## src/hdl/cru_pkg.sv

```systemverilog
package cru_pkg;

  localparam int MAX_SIZE   = 64;
  localparam int DATA_WIDTH = 32;

  localparam int AW     = $clog2(MAX_SIZE);
  localparam int CNT_W  = $clog2(MAX_SIZE + 1);
  localparam int CFG_W  = 7;
  localparam int VAL_W  = 32;
  localparam int IDX_W  = 6;
  localparam int SAT_W  = (DATA_WIDTH > 32) ? 32 : DATA_WIDTH;
  localparam int OPND_W = 33;
  localparam int PROD_W = 66;

  localparam logic [CFG_W-1:0] MS_RESET = 7'd64;
  localparam logic signed [VAL_W-1:0] ONE_Q30 = 32'sh4000_0000;

  localparam logic OP_LOAD = 1'b0;
  localparam logic OP_ELEM = 1'b1;

  localparam logic [4:0] SQRT_LAST = 5'd31;
  localparam logic [4:0] DIV_LAST  = 5'd30;

  typedef enum logic [3:0] {
    S_IDLE, S_RDU, S_NORM, S_SQ, S_SQRT_GO, S_SQRT_WAIT, S_DIVC_GO, S_DIVC_WAIT,
    S_DIVS_GO, S_DIVS_WAIT, S_ROT, S_OUT
  } state_t;

  typedef enum logic {ITER_SQRT, ITER_DIV} iter_op_t;

  typedef struct packed {
    logic        start;
    iter_op_t    op;
    logic [63:0] x;
    logic [31:0] d;
  } iter_req_t;

  typedef struct packed {
    logic        done;
    logic [31:0] res;
  } iter_rsp_t;

  typedef struct packed {
    logic [VAL_W-1:0] val;
    logic             sat;
  } rs_t;

  // Rounds a Q20.46 sum to Q16.16 (halves toward plus infinity) and saturates.
  function automatic rs_t round_sat(input logic signed [PROD_W-1:0] a);
    logic signed [PROD_W-1:0] t;
    logic signed [PROD_W-1:0] q;
    logic signed [PROD_W-1:0] hi;
    logic signed [PROD_W-1:0] lo;
    rs_t r;
    t  = a + $signed(PROD_W'(1) << 29);
    q  = t >>> 30;
    hi = $signed((PROD_W'(1) << (SAT_W - 1)) - PROD_W'(1));
    lo = ~hi;
    r.sat = 1'b0;
    if (q > hi) begin
      r.val = hi[VAL_W-1:0];
      r.sat = 1'b1;
    end else if (q < lo) begin
      r.val = lo[VAL_W-1:0];
      r.sat = 1'b1;
    end else begin
      r.val = q[VAL_W-1:0];
    end
    return r;
  endfunction

endpackage

```

## src/hdl/cru_mul.sv

```systemverilog
module cru_mul (
  input  logic                                clk,
  input  logic signed [cru_pkg::OPND_W-1:0]   a,
  input  logic signed [cru_pkg::OPND_W-1:0]   b,
  output logic signed [cru_pkg::PROD_W-1:0]   prod
);
  always_ff @(posedge clk) begin
    prod <= a * b;
  end
endmodule

```

## config.mk

```make
export PLATFORM = sky130hd
export DESIGN_NAME = cru_mul
export DESIGN_NICKNAME = d
export VERILOG_FILES = /design/src/hdl/cru_pkg.sv /design/src/hdl/cru_mul.sv
export SDC_FILE = /design/constraint.sdc
export NUM_CORES = 2
export LEC_CHECK = 0
export ABC_AREA = 1
export BUFFER_PORTS_ARGS = -buffer_cell sky130_fd_sc_hd__buf_2
export CORE_ASPECT_RATIO = 0.5
export CORE_MARGIN = 2
export CORE_UTILIZATION = 61
export CTS_BUF_LIST = sky130_fd_sc_hd__clkbuf_2 sky130_fd_sc_hd__clkbuf_4 sky130_fd_sc_hd__clkbuf_8
export DETAILED_ROUTE_END_ITERATION = 7
export PLACE_DENSITY_LB_ADDON = 0.3
export SETUP_SLACK_MARGIN = 0.4
export SYNTH_ARGS = -nofsm -noshare
export SYNTH_HDL_FRONTEND = slang
export SYNTH_SLANG_ARGS = --single-unit
export TNS_END_PERCENT = 5
```

## constraint.sdc

```tcl
create_clock -name clk -period 8.01 [get_ports clk]
set_clock_uncertainty 0.15 [all_clocks]
set_input_delay 0.801 -clock clk [delete_from_list [all_inputs] [get_ports clk]]
set_output_delay 0.801 -clock clk [all_outputs]
set_load 0.01 [all_outputs]
```

* Word level (Yosys, flattened, before mapping)
Cells that the tools add are included.
** Cells by class
- $mul :: 1
** Operator list (count)
- $mul A33 B33 Y66 :: 1
** Word-level totals
- Output and inout port bits :: 66
- Input bits :: 67
- Word-level logic and storage cells :: 2
- Flip-flop bits (word level) :: 66

* Longest topological paths before layout
- Depth in word-level cells :: 1
- Mapped depth :: 34
- Gate-level depth less buffers :: 32

* Worst setup path before layout
Ideal clock, no wire load.
- Path kind :: input port to flip-flop
- Start :: input port a[32] (netlist bit)
- End :: register prod[60] (netlist bit)
- Setup time :: 0.113 ns
- Path buffers :: 2
- Required time :: 7.747 ns
- Stages on the path :: 23
- Slack :: 0.303 ns
- Arrival :: 7.444 ns
- Cell sequence :: clkbuf_1 > clkbuf_1 > nand2_1 > inv_1 > fa_1 > fa_1 > fa_1 > fa_1 > inv_1 > fa_1 > fa_1 > fa_1 > fa_1 > inv_1 > ha_1 > nand2_1 > nor2_1 > inv_1 > nor3_1 > nand2_1 > and2_0 > nand4_1 > nand2_1
** On the way
- Longest elaborated chain between the ends :: 1
** RTL lines
- start, declared :: line cru_mul.sv:3 : input logic signed [cru_pkg::OPND_W-1:0] a,
- $mul A33 B33 Y66 :: line cru_mul.sv:8 : prod <= a * b;
- end signal, assigned :: line cru_mul.sv:8
- end, declared :: line cru_mul.sv:5 : output logic signed [cru_pkg::PROD_W-1:0] prod
Every way passes these cells.

* Worst setup path after layout
- Start :: input port b[0] (netlist bit)
- End :: register prod[56] (netlist bit)
** On the way
- Longest elaborated chain between the ends :: 1
** RTL lines
- start, declared :: line cru_mul.sv:4 : input logic signed [cru_pkg::OPND_W-1:0] b,
- $mul A33 B33 Y66 :: line cru_mul.sv:8
Every way passes these cells.

==> impl_metrics.xml <==
<?xml version="1.0" encoding="UTF-8"?>
<metrics>
  <group name="sta">
    <metric name="rsz_0062_raised_after_global_routing" unit="">true</metric>
    <metric name="time_the_final_worst_path_needs_with_i_o_delays_and_setup" unit="ns">7.48</metric>
    <metric name="post-route-period-util" unit="%">93.3</metric>
    <metric name="maxSlewViolCount" unit="">0</metric>
    <metric name="slew_headroom" unit="%">42.9</metric>
    <metric name="timing.final.setup_violations" unit="">0</metric>
    <metric name="tightestPinTransition" unit="ns">0.856</metric>
    <metric name="final-hold-violation-count" unit="">0</metric>
    <metric name="maxClockFrequency" unit="MHz">134</metric>
    <metric name="fin_hold_ws" unit="ns">0.869</metric>
  </group>
  <group name="logic_synthesis">
    <metric name="synth.net_count" unit="">6972</metric>
    <metric name="dominant_combinational_cell_family_by_area_after_synthesis" unit="">adder cells</metric>
    <metric name="synth_simple_gate_area_share" unit="%">16.6</metric>
    <metric name="post_synth_xor_area_fraction" unit="%">0.832</metric>
    <metric name="number_of_synthesized_flops_with_an_enable_pin" unit="">0</metric>
    <metric name="post-synth-top-count-cell" unit="">sky130_fd_sc_hd__inv_1</metric>
    <metric name="yosys_register_bits" unit="">66</metric>
    <metric name="syn_inst" unit="">5543</metric>
    <metric name="synth.area.mux_share" unit="%">0</metric>
    <metric name="avgSynthCellArea" unit="sq um">7.79</metric>
    <metric name="synth_commonest_cells" unit="">sky130_fd_sc_hd__inv_1 (1894), sky130_fd_sc_hd__nand2_1 (1517), sky130_fd_sc_hd__fa_1 (1145)</metric>
    <metric name="synthDominantAreaCellType" unit="">sky130_fd_sc_hd__fa_1</metric>
    <metric name="synth_fa_ha_area_share" unit="%">59.4</metric>
    <metric name="synth_async_sr_flop_share" unit="%">0</metric>
    <metric name="synth_sequential_area_ratio" unit="%">3.06</metric>
    <metric name="synth_top_cell_area_share" unit="%">53.1</metric>
    <metric name="synth_top_cells_by_area" unit="">sky130_fd_sc_hd__fa_1 (53%), sky130_fd_sc_hd__inv_1 (16%), sky130_fd_sc_hd__nand2_1 (13%)</metric>
    <metric name="synth_compound_gate_area_share" unit="%">1.38</metric>
    <metric name="yosys_most_used_dff" unit="">sky130_fd_sc_hd__dfxtp_1</metric>
    <metric name="summed_instance_area_of_the_synthesized_netlist" unit="sq um">43200</metric>
    <metric name="ys_warn_count" unit="">0</metric>
    <metric name="count_of_unique_library_cells_instantiated_by_yosys" unit="">35</metric>
  </group>
  <group name="worst_setup_path">
    <metric name="timing.critical_path.max_delay_family" unit="">adder cells</metric>
    <metric name="timing.setup.critical_path_class" unit="">in -&gt; reg</metric>
    <metric name="endpoint_kind" unit="">flip-flop</metric>
    <metric name="worstSetupStartpointType" unit="">primary input</metric>
    <metric name="critical_path.max_stage_delay" unit="ns">0.58</metric>
    <metric name="wp_buf_inv" unit="">9</metric>
    <metric name="critPathSlowestCell" unit="">sky130_fd_sc_hd__fa_1</metric>
    <metric name="crit_fanout" unit="">17</metric>
    <metric name="data_required_time_at_the_worst_endpoint" unit="ns">8.13</metric>
    <metric name="arrival" unit="ns">7.60</metric>
  </group>
  <group name="cts">
    <metric name="cts.sinks" unit="">66</metric>
    <metric name="cts.root.buffer_cell" unit="">sky130_fd_sc_hd__clkbuf_8</metric>
    <metric name="cts.htree.levels" unit="">3</metric>
    <metric name="cts-buffers-inserted" unit="">9</metric>
    <metric name="clockBufferDepth" unit="">2</metric>
    <metric name="cts_tree" unit="">built</metric>
    <metric name="clk_transition_reported_paths" unit="ns">0.08</metric>
  </group>
  <group name="detailed_routing">
    <metric name="met3RoutedLength" unit="mm">12.0</metric>
    <metric name="postRouteAntennaNets" unit="">0</metric>
    <metric name="via_per_inst" unit="">5.20</metric>
    <metric name="detail_routed_net_length_per_standard_cell" unit="um">18.3</metric>
    <metric name="dr.first_iter.drc_count" unit="">2819</metric>
    <metric name="routed-wl-met2" unit="mm">55.1</metric>
    <metric name="highest-signal-layer" unit="">met4</metric>
    <metric name="remaining_drc_errors" unit="">0</metric>
    <metric name="wire_length_the_detailed_router_placed_on_met1" unit="mm">49.5</metric>
    <metric name="via_count" unit="">34200</metric>
    <metric name="wirelength" unit="mm">120</metric>
    <metric name="detail_route.first_pass.iterations" unit="">5</metric>
  </group>
  <group name="global_route">
    <metric name="first_global_vias" unit="">37300</metric>
    <metric name="grt_remaining_overflow" unit="">0</metric>
    <metric name="grt_pass1_wl" unit="mm">198</metric>
    <metric name="number_of_antenna_violations_at_the_first_check_in_global_routing" unit="">5</metric>
    <metric name="groute.usage.overall" unit="%">35.1</metric>
    <metric name="grt_start_max_net_pins" unit="">34</metric>
  </group>
  <group name="floorplan">
    <metric name="start_util" unit="%">62.1</metric>
    <metric name="core_region_area" unit="sq um">69500</metric>
    <metric name="floorplan_row_count" unit="">68</metric>
    <metric name="dieWidth" unit="um">380</metric>
    <metric name="floorplan.io_pins" unit="">133</metric>
    <metric name="dieArea" unit="sq um">73100</metric>
    <metric name="chip_height" unit="um">192</metric>
  </group>
  <group name="min_path">
    <metric name="min_delay_path_depth" unit="">4</metric>
    <metric name="hp-class" unit="">in -&gt; reg</metric>
    <metric name="worst_hold_startpoint" unit="">b[0]</metric>
    <metric name="worstHoldEndpoint" unit="">prod[0]$_DFF_P_</metric>
  </group>
  <group name="status">
    <metric name="status" unit="">finished clean</metric>
  </group>
  <group name="layout">
    <metric name="fraction_of_final_layout_cells_sized_beyond_drive_strength_1" unit="%">7.88</metric>
    <metric name="largest_register_ffs" unit="">66</metric>
    <metric name="regMostFlops" unit="">prod</metric>
    <metric name="finish.net_count" unit="">7057</metric>
    <metric name="registers_with_the_highest_flip_flop_counts" unit="">prod x66</metric>
    <metric name="fillers" unit="">5855</metric>
    <metric name="area_growth" unit="%">6.92</metric>
  </group>
  <group name="run">
    <metric name="cap_viol_max_count" unit="">0</metric>
  </group>
  <group name="place">
    <metric name="routability_congestion_estimate_from_global_placement" unit="">1.00</metric>
    <metric name="port-buffer-count" unit="">132</metric>
    <metric name="hpwl_detailed" unit="mm">105</metric>
  </group>
</metrics>
[metal layers]
layer	up-vias	global-route usage (%)
met5	-	0
met4	0	9.81
met3	247	5.79
met2	1714	56.8
met1	17100	49.4
li1	15200	-
[what timing repair did]
item | 4_1_cts | 5_1_grt
hold endpoints to repair | 0 | 0
endpoints found under the setup margin | 21 | 44
pin swaps | 1 | 2
buffers inserted | 4 | 7
gates resized for setup | 4 | 63
hold buffers | 0 | 0
cloned | 0 | 0
[kinds of logic after synthesis]
logic type,count (synthesis)
adders and majority gates,1362
xor gates and xnor gates,41
AOI/OAI and AO/OA,106
buffers and inverters,2158
DFF,66
and+or+nand+nor,1810
[metrics by stage]
stage | cell area (sq um) | utilization (%) | setup slack [ns] | instances | setup TNS (ns)
after global placement | 45700 | 65.7 | -0.153 | 6551 | -0.657
after global routing | 46200 | 66.4 | 0.304 | 6582 | 0
final | 46200 | 66.4 | 0.533 | 6582 | 0
after CTS | 45900 | 66.0 | 0.387 | 6571 | 0
after detailed placement | 45700 | 65.7 | -0.105 | 6551 | -0.419
after floorplan | 43200 | - | 0.518 | 5543 | 0
[worst max-delay path by stage]
stage | startpoint | to | slack (ns) | cells past startpoint
finish | b[0] | prod[56]$_DFF_P_ | 0.53 | 27
global route | a[32] | prod[64]$_DFF_P_ | 0.30 | 28
CTS | a[14] | prod[52]$_DFF_P_ | 0.39 | 25
detailed placement | b[10] | prod[52]$_DFF_P_ | -0.10 | 25
global placement | b[10] | prod[31]$_DFF_P_ | -0.15 | 23
floorplan | a[32] | prod[60]$_DFF_P_ | 0.52 | 23
[final cells by class]
class	count	area (sq um)	share of cell area, %
multi-input combinational	3319	33900	73.4
clock buffer	11	145	0.314
tap	945	1180	2.56
timing repair buffer	337	2480	5.37
antenna	4	10.0	0.0217
inverter	1895	7120	15.4
sequential	66	1320	2.86
clock inverter	5	30.0	0.0651
[placed cells by master, fill, tap and decap left out, drive strengths merged, types with 2 or more instances in the layout]
cell,Yosys,final
and2,3,3
a21o,2,2
inv,1895,1893
clkbuf,262,35
nand4,19,19
nor4,5,5
or2,6,6
nor2,154,154
nor3,8,8
a21oi,65,65
o21ai,23,23
xnor2,4,4
nand3,78,78
ha,217,217
buf,1,313
xor2,37,37
clkinvlp,0,4
o21bai,14,14
fa,1145,1145
diode,0,4
clkinv,0,3
nand3b,3,3
nand2,1534,1534
dfxtp,66,66
Power is left out: the tool's default activity adds up to more than one toggle a clock period on the data nets, which glitch-free logic cannot reach.
