$ cat src/hdl/cru_pkg.sv
package cru_pkg;

  localparam int MAX_SIZE   = 64;
  localparam int DATA_WIDTH = 32;

  localparam int AW     = $clog2(MAX_SIZE);
  localparam int CNT_W  = $clog2(MAX_SIZE + 1);
  localparam int CFG_W  = 7;
  localparam int VAL_W  = 32;
  localparam int IDX_W  = 6;
  localparam int SAT_W  = (DATA_WIDTH > 32) ? 32 : DATA_WIDTH;
  localparam int OPND_W = 33;
  localparam int PROD_W = 66;

  localparam logic [CFG_W-1:0] MS_RESET = 7'd64;
  localparam logic signed [VAL_W-1:0] ONE_Q30 = 32'sh4000_0000;

  localparam logic OP_LOAD = 1'b0;
  localparam logic OP_ELEM = 1'b1;

  localparam logic [4:0] SQRT_LAST = 5'd31;
  localparam logic [4:0] DIV_LAST  = 5'd30;

  typedef enum logic [3:0] {
    S_IDLE, S_RDU, S_NORM, S_SQ, S_SQRT_GO, S_SQRT_WAIT, S_DIVC_GO, S_DIVC_WAIT,
    S_DIVS_GO, S_DIVS_WAIT, S_ROT, S_OUT
  } state_t;

  typedef enum logic {ITER_SQRT, ITER_DIV} iter_op_t;

  typedef struct packed {
    logic        start;
    iter_op_t    op;
    logic [63:0] x;
    logic [31:0] d;
  } iter_req_t;

  typedef struct packed {
    logic        done;
    logic [31:0] res;
  } iter_rsp_t;

  typedef struct packed {
    logic [VAL_W-1:0] val;
    logic             sat;
  } rs_t;

  // Rounds a Q20.46 sum to Q16.16 (halves toward plus infinity) and saturates.
  function automatic rs_t round_sat(input logic signed [PROD_W-1:0] a);
    logic signed [PROD_W-1:0] t;
    logic signed [PROD_W-1:0] q;
    logic signed [PROD_W-1:0] hi;
    logic signed [PROD_W-1:0] lo;
    rs_t r;
    t  = a + $signed(PROD_W'(1) << 29);
    q  = t >>> 30;
    hi = $signed((PROD_W'(1) << (SAT_W - 1)) - PROD_W'(1));
    lo = ~hi;
    r.sat = 1'b0;
    if (q > hi) begin
      r.val = hi[VAL_W-1:0];
      r.sat = 1'b1;
    end else if (q < lo) begin
      r.val = lo[VAL_W-1:0];
      r.sat = 1'b1;
    end else begin
      r.val = q[VAL_W-1:0];
    end
    return r;
  endfunction

endpackage

$ cat src/hdl/cru_iter.sv
module cru_iter (
  input  logic               clk,
  input  logic               rst,
  input  cru_pkg::iter_req_t req,
  output cru_pkg::iter_rsp_t rsp
);
  logic              busy;
  logic              done;
  cru_pkg::iter_op_t op_q;
  logic [4:0]        cnt;
  logic [35:0]       rem;
  logic [63:0]       xs;
  logic [31:0]       d_q;
  logic [31:0]       res;
  logic [35:0]       sh;
  logic [35:0]       trial;
  logic              ge;
  logic [4:0]        last_cnt;

  // Square root takes two radicand bits a step, division one numerator bit.
  always_comb begin
    if (op_q == cru_pkg::ITER_SQRT) begin
      sh       = {rem[33:0], xs[63:62]};
      trial    = {2'b00, res, 2'b01};
      last_cnt = cru_pkg::SQRT_LAST;
    end else begin
      sh       = {rem[34:0], xs[63]};
      trial    = {4'b0000, d_q};
      last_cnt = cru_pkg::DIV_LAST;
    end
    ge = (sh >= trial);
  end

  always_ff @(posedge clk) begin
    if (rst) begin
      busy <= 1'b0;
      done <= 1'b0;
    end else begin
      done <= 1'b0;
      if (req.start) begin
        busy <= 1'b1;
        cnt  <= '0;
        op_q <= req.op;
        d_q  <= req.d;
        res  <= '0;
        if (req.op == cru_pkg::ITER_SQRT) begin
          rem <= '0;
          xs  <= req.x;
        end else begin
          // The quotient stays below 2^31, so the top numerator bits start the remainder.
          rem <= {5'b00000, req.x[61:31]};
          xs  <= {req.x[30:0], 33'b0};
        end
      end else if (busy) begin
        rem <= ge ? (sh - trial) : sh;
        res <= {res[30:0], ge};
        xs  <= (op_q == cru_pkg::ITER_SQRT) ? (xs << 2) : (xs << 1);
        cnt <= cnt + 5'd1;
        if (cnt == last_cnt) begin
          busy <= 1'b0;
          done <= 1'b1;
        end
      end
    end
  end

  assign rsp.done = done;
  assign rsp.res  = res;
endmodule

$ cat config.mk
export PLATFORM = sky130hd
export DESIGN_NAME = cru_iter
export DESIGN_NICKNAME = d
export VERILOG_FILES = /design/src/hdl/cru_pkg.sv /design/src/hdl/cru_iter.sv
export SDC_FILE = /design/constraint.sdc
export NUM_CORES = 1
export LEC_CHECK = 0
export ABC_AREA = 1
export BUFFER_PORTS_ARGS = -buffer_cell sky130_fd_sc_hd__buf_2
export CORE_ASPECT_RATIO = 1.1
export CORE_MARGIN = 4
export CORE_UTILIZATION = 30
export DETAILED_ROUTE_END_ITERATION = 7
export GPL_ROUTABILITY_DRIVEN = 0
export MAX_ROUTING_LAYER = met4
export PLACE_DENSITY_LB_ADDON = 0.25
export SETUP_SLACK_MARGIN = 0.02
export SLEW_MARGIN = 5
export SYNTH_ARGS = -nofsm -noshare
export SYNTH_HDL_FRONTEND = slang
export SYNTH_SLANG_ARGS = --single-unit
$ cat constraint.sdc
create_clock -name clk -period 22 [get_ports clk]
set_input_delay 2.2 -clock clk [delete_from_list [all_inputs] [get_ports clk]]
set_output_delay 2.2 -clock clk [all_outputs]
set_load 0.005 [all_outputs]
Word-level counts from Yosys, hierarchy flattened

Index checks and enable logic that the tools add are counted.

$add $sub $neg: 2
Multipliers: 0
Div/mod/pow operators: 0
Magnitude comparators: 1
Eq/ne operators: 1
Shift-type cells: 0
Multiplexer cells: 17
Bitwise gates (word level): 2
Reductions and logical operators: 4

Operators by type and width:

| cell                                         | count |
|---|---|
| 2-to-1 mux 64 bit                            | 4 |
| 2-to-1 mux 35 bit                            | 3 |
| greater-or-equal comparator 36 x 34 -> 1 bit | 1 |
| 2-to-1 mux 36 bit                            | 1 |
| subtractor 35 x 34 -> 35 bit                 | 1 |
| 2-to-1 mux 34 bit                            | 1 |
| 2-to-1 mux 32 bit                            | 1 |
| 2-to-1 mux 31 bit                            | 1 |
| adder 5 x 1 -> 5 bit (second input constant) | 1 |
| == test 5 bit                                | 1 |
| 2-to-1 mux 1 bit                             | 5 |
| 2-to-1 mux 5 bit                             | 1 |
| AND reduction 2 bit                          | 2 |
| OR reduction 3 bit                           | 1 |
| NOT 1 bit                                    | 2 |
| nonzero test 2 bit                           | 1 |

Register bits: 171
Bits in latches: 0
RAM bits: 0
ROM bits: 0
Output and inout bits: 33
Logic and storage cells: 35
Memories kept: 0

Depth between registers and ports, before layout

Gate-level depths: netlist of the first run.

Word-level depth: 5
Depth in mapped cells: 22

Least setup slack after synthesis of the first run

No wires, ideal clock.

Path kind: input port to flip-flop
From: in req[97] (netlist bit)
To: reg busy
Library setup time: 0.084 ns
Data arrival time: 9.947 ns
Required time: 21.916 ns
Slack: 11.969 ns
Stages on the path: 6
Path buffers: 2
Cells stage by stage: buf_2 clkinv_1 clkbuf_1 a21oi_1 o21ai_0 inv_1

Longest elaborated chain between the ends: 1

RTL lines:

| element              | RTL line       | source |
|---|---|---|
| from (decl)          | cru_iter.sv:4  | `input cru_pkg::iter_req_t req,` |
| 2-to-1 mux 1 bit     | cru_iter.sv:40 | `if (req.start) begin` |
| to (signal assigned) | cru_iter.sv:36 | `busy <= 1'b0;` |
| to (signal assigned) | cru_iter.sv:41 | `busy <= 1'b1;` |
| to (signal assigned) | cru_iter.sv:60 | `busy <= 1'b0;` |
| to (decl)            | cru_iter.sv:7  | `logic busy;` |

Every way passes these cells.
A chain may end at the register's enable or synchronous reset.

Worst setup path in the final report of the first run

From: in req[97] (netlist bit)
To: reg xs[29], enable pin

Longest elaborated chain between the ends: 2

RTL lines:

| element                              | RTL line       | source |
|---|---|---|
| nonzero test 2 bit (no source line)  | n/a            |  |
| AND reduction 2 bit (no source line) | n/a            |  |
| to (signal assigned)                 | cru_iter.sv:48 | `xs <= req.x;` |
| to (signal assigned)                 | cru_iter.sv:52 | `xs <= {req.x[30:0], 33'b0};` |
| to (signal assigned)                 | cru_iter.sv:57 | `xs <= (op_q == cru_pkg::ITER_SQRT) ? (xs << 2) : (xs << 1);` |
| to (decl)                            | cru_iter.sv:12 | `logic [63:0] xs;` |

Every way passes these cells.

==> flow_summary.yaml, run 1 <==
route:
  postRouteAntennaNets: 0
  drt-vias-per-instance: 4.64
  route.detailed.wl_per_inst_um: 15.3
  post-route-drc-count: 0
  num_vias: 9928
  drt-initial-drc-count: 668
  routed_wirelength_mm: 32.7
  drt-pass1-iter-count: 6
floorplanning:
  ios: 133
  initial_standard_cell_utilization_of_the_core_pct: 30.4
  fp.dieArea_um2: 41800
  placementRows: 75
  core_area_um2: 38100
  die_width_um: 195
  die-height_um: 214
yosys:
  synthesized_area_um2: 11600
  postSynthAreaPerCell_um2: 7.55
  synth.top_cell.area_share_pct: 43.8
  synth_async_sr_flop_share_pct: 0
  xor_and_xnor_fraction_of_the_mapped_netlist_area_pct: 1.21
  yosys.area_share.simple_pct: 26.2
  ys_seq_elements: 171
  synth.mux.area_fraction_pct: 0.0865
  synth_commonest_cells: "461 x nand2_1, 302 x inv_1, 169 x edfxtp_1"
  yosys.area.top_type: "edfxtp_1"
  yosysWarnings: 0
  synth.most_common_cell: "nand2_1"
  combinational_family_with_the_most_area_after_synthesis: "simple AND/OR/NAND/NOR gates"
  syn-instance-count: 1533
  synth_fa_ha_area_share_pct: 3.96
  yosys.cell_types.count: 40
  postSynth.topFlopCell: "edfxtp_1"
  netlist_top_cells_area: "edfxtp_1 44%, nand2_1 15%, inv_1 9.8%, o21ai_0 4.4%, nand3_1 3.9%"
  synth_compound_gate_area_share_pct: 12.0
  synth.net_count: 1669
  post_synth_edffs: 169
  register_area_share_after_synthesis_pct: 44.2
flow_run:
  max_cap_viol_count: 0
pwr:
  vdd_ir_drop_max_mv: 0.0570
  power.density_nw_per_um2: 77.3
  total_power_uw: 1030
  p_leak_uw: 0.00639
grt:
  grt_first_pass_wirelength_mm: 52.1
  maximum_number_of_pins_on_one_net_before_global_route_repair: 103
  antenna_found_initial: 0
  groute.usage.overall_pct: 16.0
  first_global_vias: 9616
  grt-ovfl-total: 0
cts:
  postCtsHoldBufs: 0
  clkSlewWorstSetupHoldPaths_ps: 70
  cts_tree: "done"
  postCtsSetupBuffers: 0
  cts-resized-gates: 0
  clk_latency_ps: 450
  numCtsBuffers: 17
  clockBufferDepth: 2
  cts_sinks: 171
  root_buffer: "clkbuf_16"
  cts_max_level: 4
sta:
  timing.final.hold_violations: 0
  worst_pin_slew_ps: 1130
  setup-violations-final: 0
  final.min_clock_period_ps: 5220
  grt_setup_unrepaired: "no"
  slew_violations: 0
  layout_worst_path_cycle_share_pct: 23.7
  setup-tns-final_ps: 0
  slew_headroom_pct: 24.8
  fmaxAchievable_mhz: 192
  clock-skew-final_ps: 13.3
final_layout:
  n_antenna_cell: 0
  area_added_between_synthesis_and_finish_pct: 14.6
  multi_input_comb_area_um2: 5050
  fillCellCount: 4156
  final_layout_size_suffix_gt1_share_pct: 13.8
  design.final.nets: 1762
  layout.area.seq_um2: 5110
worst_setup_path:
  cp_max_fo: 69
  crit_path_end_kind: "register"
  crit_required_ps: 22070
  critical_path_arrival_ps: 5290
  cp-start-kind: "primary input"
  criticalPathCategory: "primary input to register"
  worst-r2r-setup-slack_ps: 17660
placement:
  place.detailed.hpwl_mm: 24.5
  portBuffers: 132
min_path:
  hold_crit_class: "register to register"
status:
  outcome: "finished clean"
[final timing paths]
path	cells after the start	startpoint	end
worst min-delay path	2	busy$_SDFF_PP0_	done$_SDFF_PP0_
worst max register to register	13	op_q$_DFFE_PP_	rem[23]$_DFFE_PP_
worst min register to register	2	busy$_SDFF_PP0_	done$_SDFF_PP0_
worst max-delay path	5	req[97]	xs[29]$_DFFE_PP_
[layout by cell type, fill, tap and decap left out, types with 14 or more instances in the layout]
cell type	synthesis	final
ha_1	35	35
xnor2_1	14	14
nand3_1	90	90
o221ai_1	31	31
or2_2	33	33
nand2_1	461	461
a21oi_1	30	29
o211ai_1	30	30
o21ai_0	102	102
buf_2	10	132
o22ai_1	31	31
clkbuf_16	0	17
inv_1	302	302
nor2_1	83	82
edfxtp_1	169	169
[sequential cells by signal, summed over array words and instances (netlist names)]
signal and count:
d_q 32, cnt 5, rem 35, op_q 1, xs 64, done 1
res 32, busy 1
[per-stage QoR]
step	setup slack, ps	std cells	area [um^2]	utilization, %	hold WS [ps]
after global placement	16210	2107	12700	33.2	507
after detailed placement	16160	2107	12700	33.2	507
after floorplan	11970	1533	11600	-	422
final	16780	2139	13300	34.8	508
after global routing	16410	2139	13300	34.8	544
after CTS	16650	2139	13300	34.8	517
[final cells by class]
class                   count  area share (%)
flip-flops and latches    171            38.6
well taps                 500            4.72
clock inverters            15            1.40
multi-input cells         991            38.1
clock buffers              17            3.21
inverters                 305            8.65
repair buffers            140            5.43
[critical path, stage by stage]
cell	delay [ps]
buf_2	610
inv_2	120
a21oi_4	880
buf_4	580
buf_4	810
[report_power, final]
group	leakage [uW]	switching (uW)	internal, uW
Clock	0.000303	139	181
Combinational	0.00444	199	103
Sequential	0.00165	10.0	394
[cell families (layout without fill, tap and decap cells)]
family,Yosys count,in the layout
AOI/OAI and AO/OA,229,229
and+or+nand+nor,709,709
DFF,171,171
adders and majority gates,36,36
buffers and inverters,371,477
xor gates and xnor gates,16,16
muxes,1,1
[routing by layer]
metal / GRT usage, % / share of wire (%)
met5: - / 0
met4: 4.52 / 1.7
met3: 2.17 / 3.9
met2: 24.4 / 45
met1: 22.5 / 50
No activity file was read; power rests on OpenSTA's default activity.
==> inputs of run 2 (changes only) <==
clock period = 5 ns   (was 22 ns; I/O delays follow)
==> run 2 against run 1 <==
Effect of this change:
- register-to-register slack got worse by 17000 ps
- combinational power increased to 4.5 times the previous value
- routed wire length up 4.3%
- total power grew to 4.3 times the previous value
- critical path depth rose by 11
- first-iteration DRC count decreased by 1.8%
- sequential share of layout area grew 0.077 points
- worst hold slack lost 290 ps
- count of clock-buffer cells in the layout unchanged
- clock skew down 3.6 ps
- sequential power rose to 4.4 times the previous value
- critical endpoint is now rem[21]$_DFFE_PP_
- largest power group unchanged
==> flow_summary.yaml, run 2 (synthesis results as in run 1) <==
worst_setup_path:
  worst-r2r-setup-slack_ps: 1040
  criticalPathCategory: "register to register"
  cp-start-kind: "register"
  critical_path_arrival_ps: 4280
  r2r_start: "op_q$_DFFE_PP_"
  cp_max_fo: 102
  crit_path_end_kind: "register"
  r2r_end: "rem[21]$_DFFE_PP_"
  r2r_cells: 16
  crit_required_ps: 5320
final_layout:
  fillCellCount: 4155
  most-common-layout-cells: "461 x nand2_1, 302 x inv_1, 169 x edfxtp_1"
  layout.cells.most_common: "nand2_1"
  n_antenna_cell: 0
  final_cells: 2140
  top_register_by_number_of_flip_flops: "xs"
  final_layout_size_suffix_gt1_share_pct: 13.9
  largest_register_ffs: 64
  layout_top_registers: "xs x64, rem x35"
  area_added_between_synthesis_and_finish_pct: 14.4
  design.final.nets: 1763
sta:
  slew_violations: 0
  slew_headroom_pct: 26.4
  post_route_worst_hold_slack_ps: 220
  grt_setup_unrepaired: "no"
  clock-skew-final_ps: 9.68
  layout_worst_path_cycle_share_pct: 79.1
  setup-tns-final_ps: 0
  setup-violations-final: 0
  fmaxAchievable_mhz: 253
  worst_pin_slew_ps: 1100
  timing.final.hold_violations: 0
  final.min_clock_period_ps: 3960
min_path:
  hold_crit_class: "primary input to register"
  worstHoldPathCells: 1
  worst_hold_startpoint: "req[30]"
  hold_path_end: "d_q[30]$_DFFE_PP_"
pwr:
  p_leak_uw: 0.00637
  vdd_ir_drop_max_mv: 0.267
  power.density_nw_per_um2: 336
  total_power_uw: 4460
flow_run:
  max_cap_viol_count: 0
floorplanning:
  ios: 133
  initial_standard_cell_utilization_of_the_core_pct: 30.4
  die-height_um: 214
  placementRows: 75
  fp.dieArea_um2: 41800
  die_width_um: 195
  core_area_um2: 38100
route:
  drt-pass1-iter-count: 5
  post-route-drc-count: 0
  num_vias: 10103
  detail_route.wirelength.met1_mm: 16.5
  route.detailed.wl_per_inst_um: 15.9
  top_signal_layer_used: "met4"
  postRouteAntennaNets: 0
  drt-initial-drc-count: 656
  drt-vias-per-instance: 4.72
  met3_length_mm: 1.57
  routed_wirelength_mm: 34.1
  routed-wl-met2_mm: 15.5
grt:
  grt-ovfl-total: 0
  groute.usage.overall_pct: 16.7
  antenna_found_initial: 0
  grt_first_pass_wirelength_mm: 54.1
  maximum_number_of_pins_on_one_net_before_global_route_repair: 103
  first_global_vias: 9974
cts:
  cts-resized-gates: 0
  numCtsBuffers: 17
  clkSlewWorstSetupHoldPaths_ps: 80
  cts_tree: "done"
  clockBufferDepth: 2
  cts_max_level: 4
  postCtsHoldBufs: 0
  clk_latency_ps: 450
  root_buffer: "clkbuf_16"
  cts_sinks: 171
  postCtsSetupBuffers: 0
placement:
  place.detailed.hpwl_mm: 25.2
  place.detailed.instances: 2108
  portBuffers: 132
status:
  outcome: "finished clean"
## run 2: power breakdown
part / leakage [uW] / switching (uW) / internal (uW)
clock: 0.000270 / 624 / 693
combinational: 0.00445 / 909 / 454
sequential: 0.00165 / 42.8 / 1730
## run 2: worst max-delay path, stage by stage (launching register included)
cell,delay [ps]
edfxtp_1,400
buf_4,790
mux2i_1,360
ha_1,210
inv_1,70
fa_1,440
nand3_1,120
nand3_1,150
nand3_2,120
nand3b_4,90
nand2_2,80
nand2_2,70
nand2_4,340
nand2_8,220
nand2_1,150
nand3_1,70
nand2_1,100
## run 2: layout make-up
class	count	area, um^2	share of cell area (%)
Tap cell	500	626	4.72
Timing Repair Buffer	141	741	5.59
Multi-Input combinational cell	991	5050	38.1
Sequential cell	171	5110	38.6
Inverter	305	1150	8.66
Clock buffer	17	425	3.21
Clock inverter	15	139	1.05
## run 2: worst max path at each step
stage / start / end / slack (ps) / cells past startpoint
finish: op_q$_DFFE_PP_ / rem[21]$_DFFE_PP_ / 1040 / 16
global route: op_q$_DFFE_PP_ / rem[29]$_DFFE_PP_ / 670 / 16
CTS: op_q$_DFFE_PP_ / rem[34]$_SDFFCE_PP0P_ / 1060 / 15
detailed placement: op_q$_DFFE_PP_ / rem[34]$_SDFFCE_PP0P_ / 1070 / 15
global placement: op_q$_DFFE_PP_ / rem[32]$_SDFFCE_PP0P_ / 1170 / 15
floorplan: req[97] / busy$_SDFF_PP0_ / 1210 / 6
## run 2: per-layer routing
metal  global-route usage [%]  vias up
li1                         -     5147
met1                     23.3     4671
met2                     25.4      253
met3                     3.06       32
met4                     3.91        0
met5                        -        -
## run 2: stage by stage
| stage | utilization, % | instance area (um^2) | setup slack (ps) |
|---|---|---|---|
| final | 34.8 | 13200 | 1040 |
| after global routing | 34.8 | 13200 | 665 |
| after CTS | 34.8 | 13200 | 1060 |
| after detailed placement | 33.3 | 12700 | 1070 |
| after global placement | 33.3 | 12700 | 1170 |
| after floorplan | - | 11600 | 1210 |
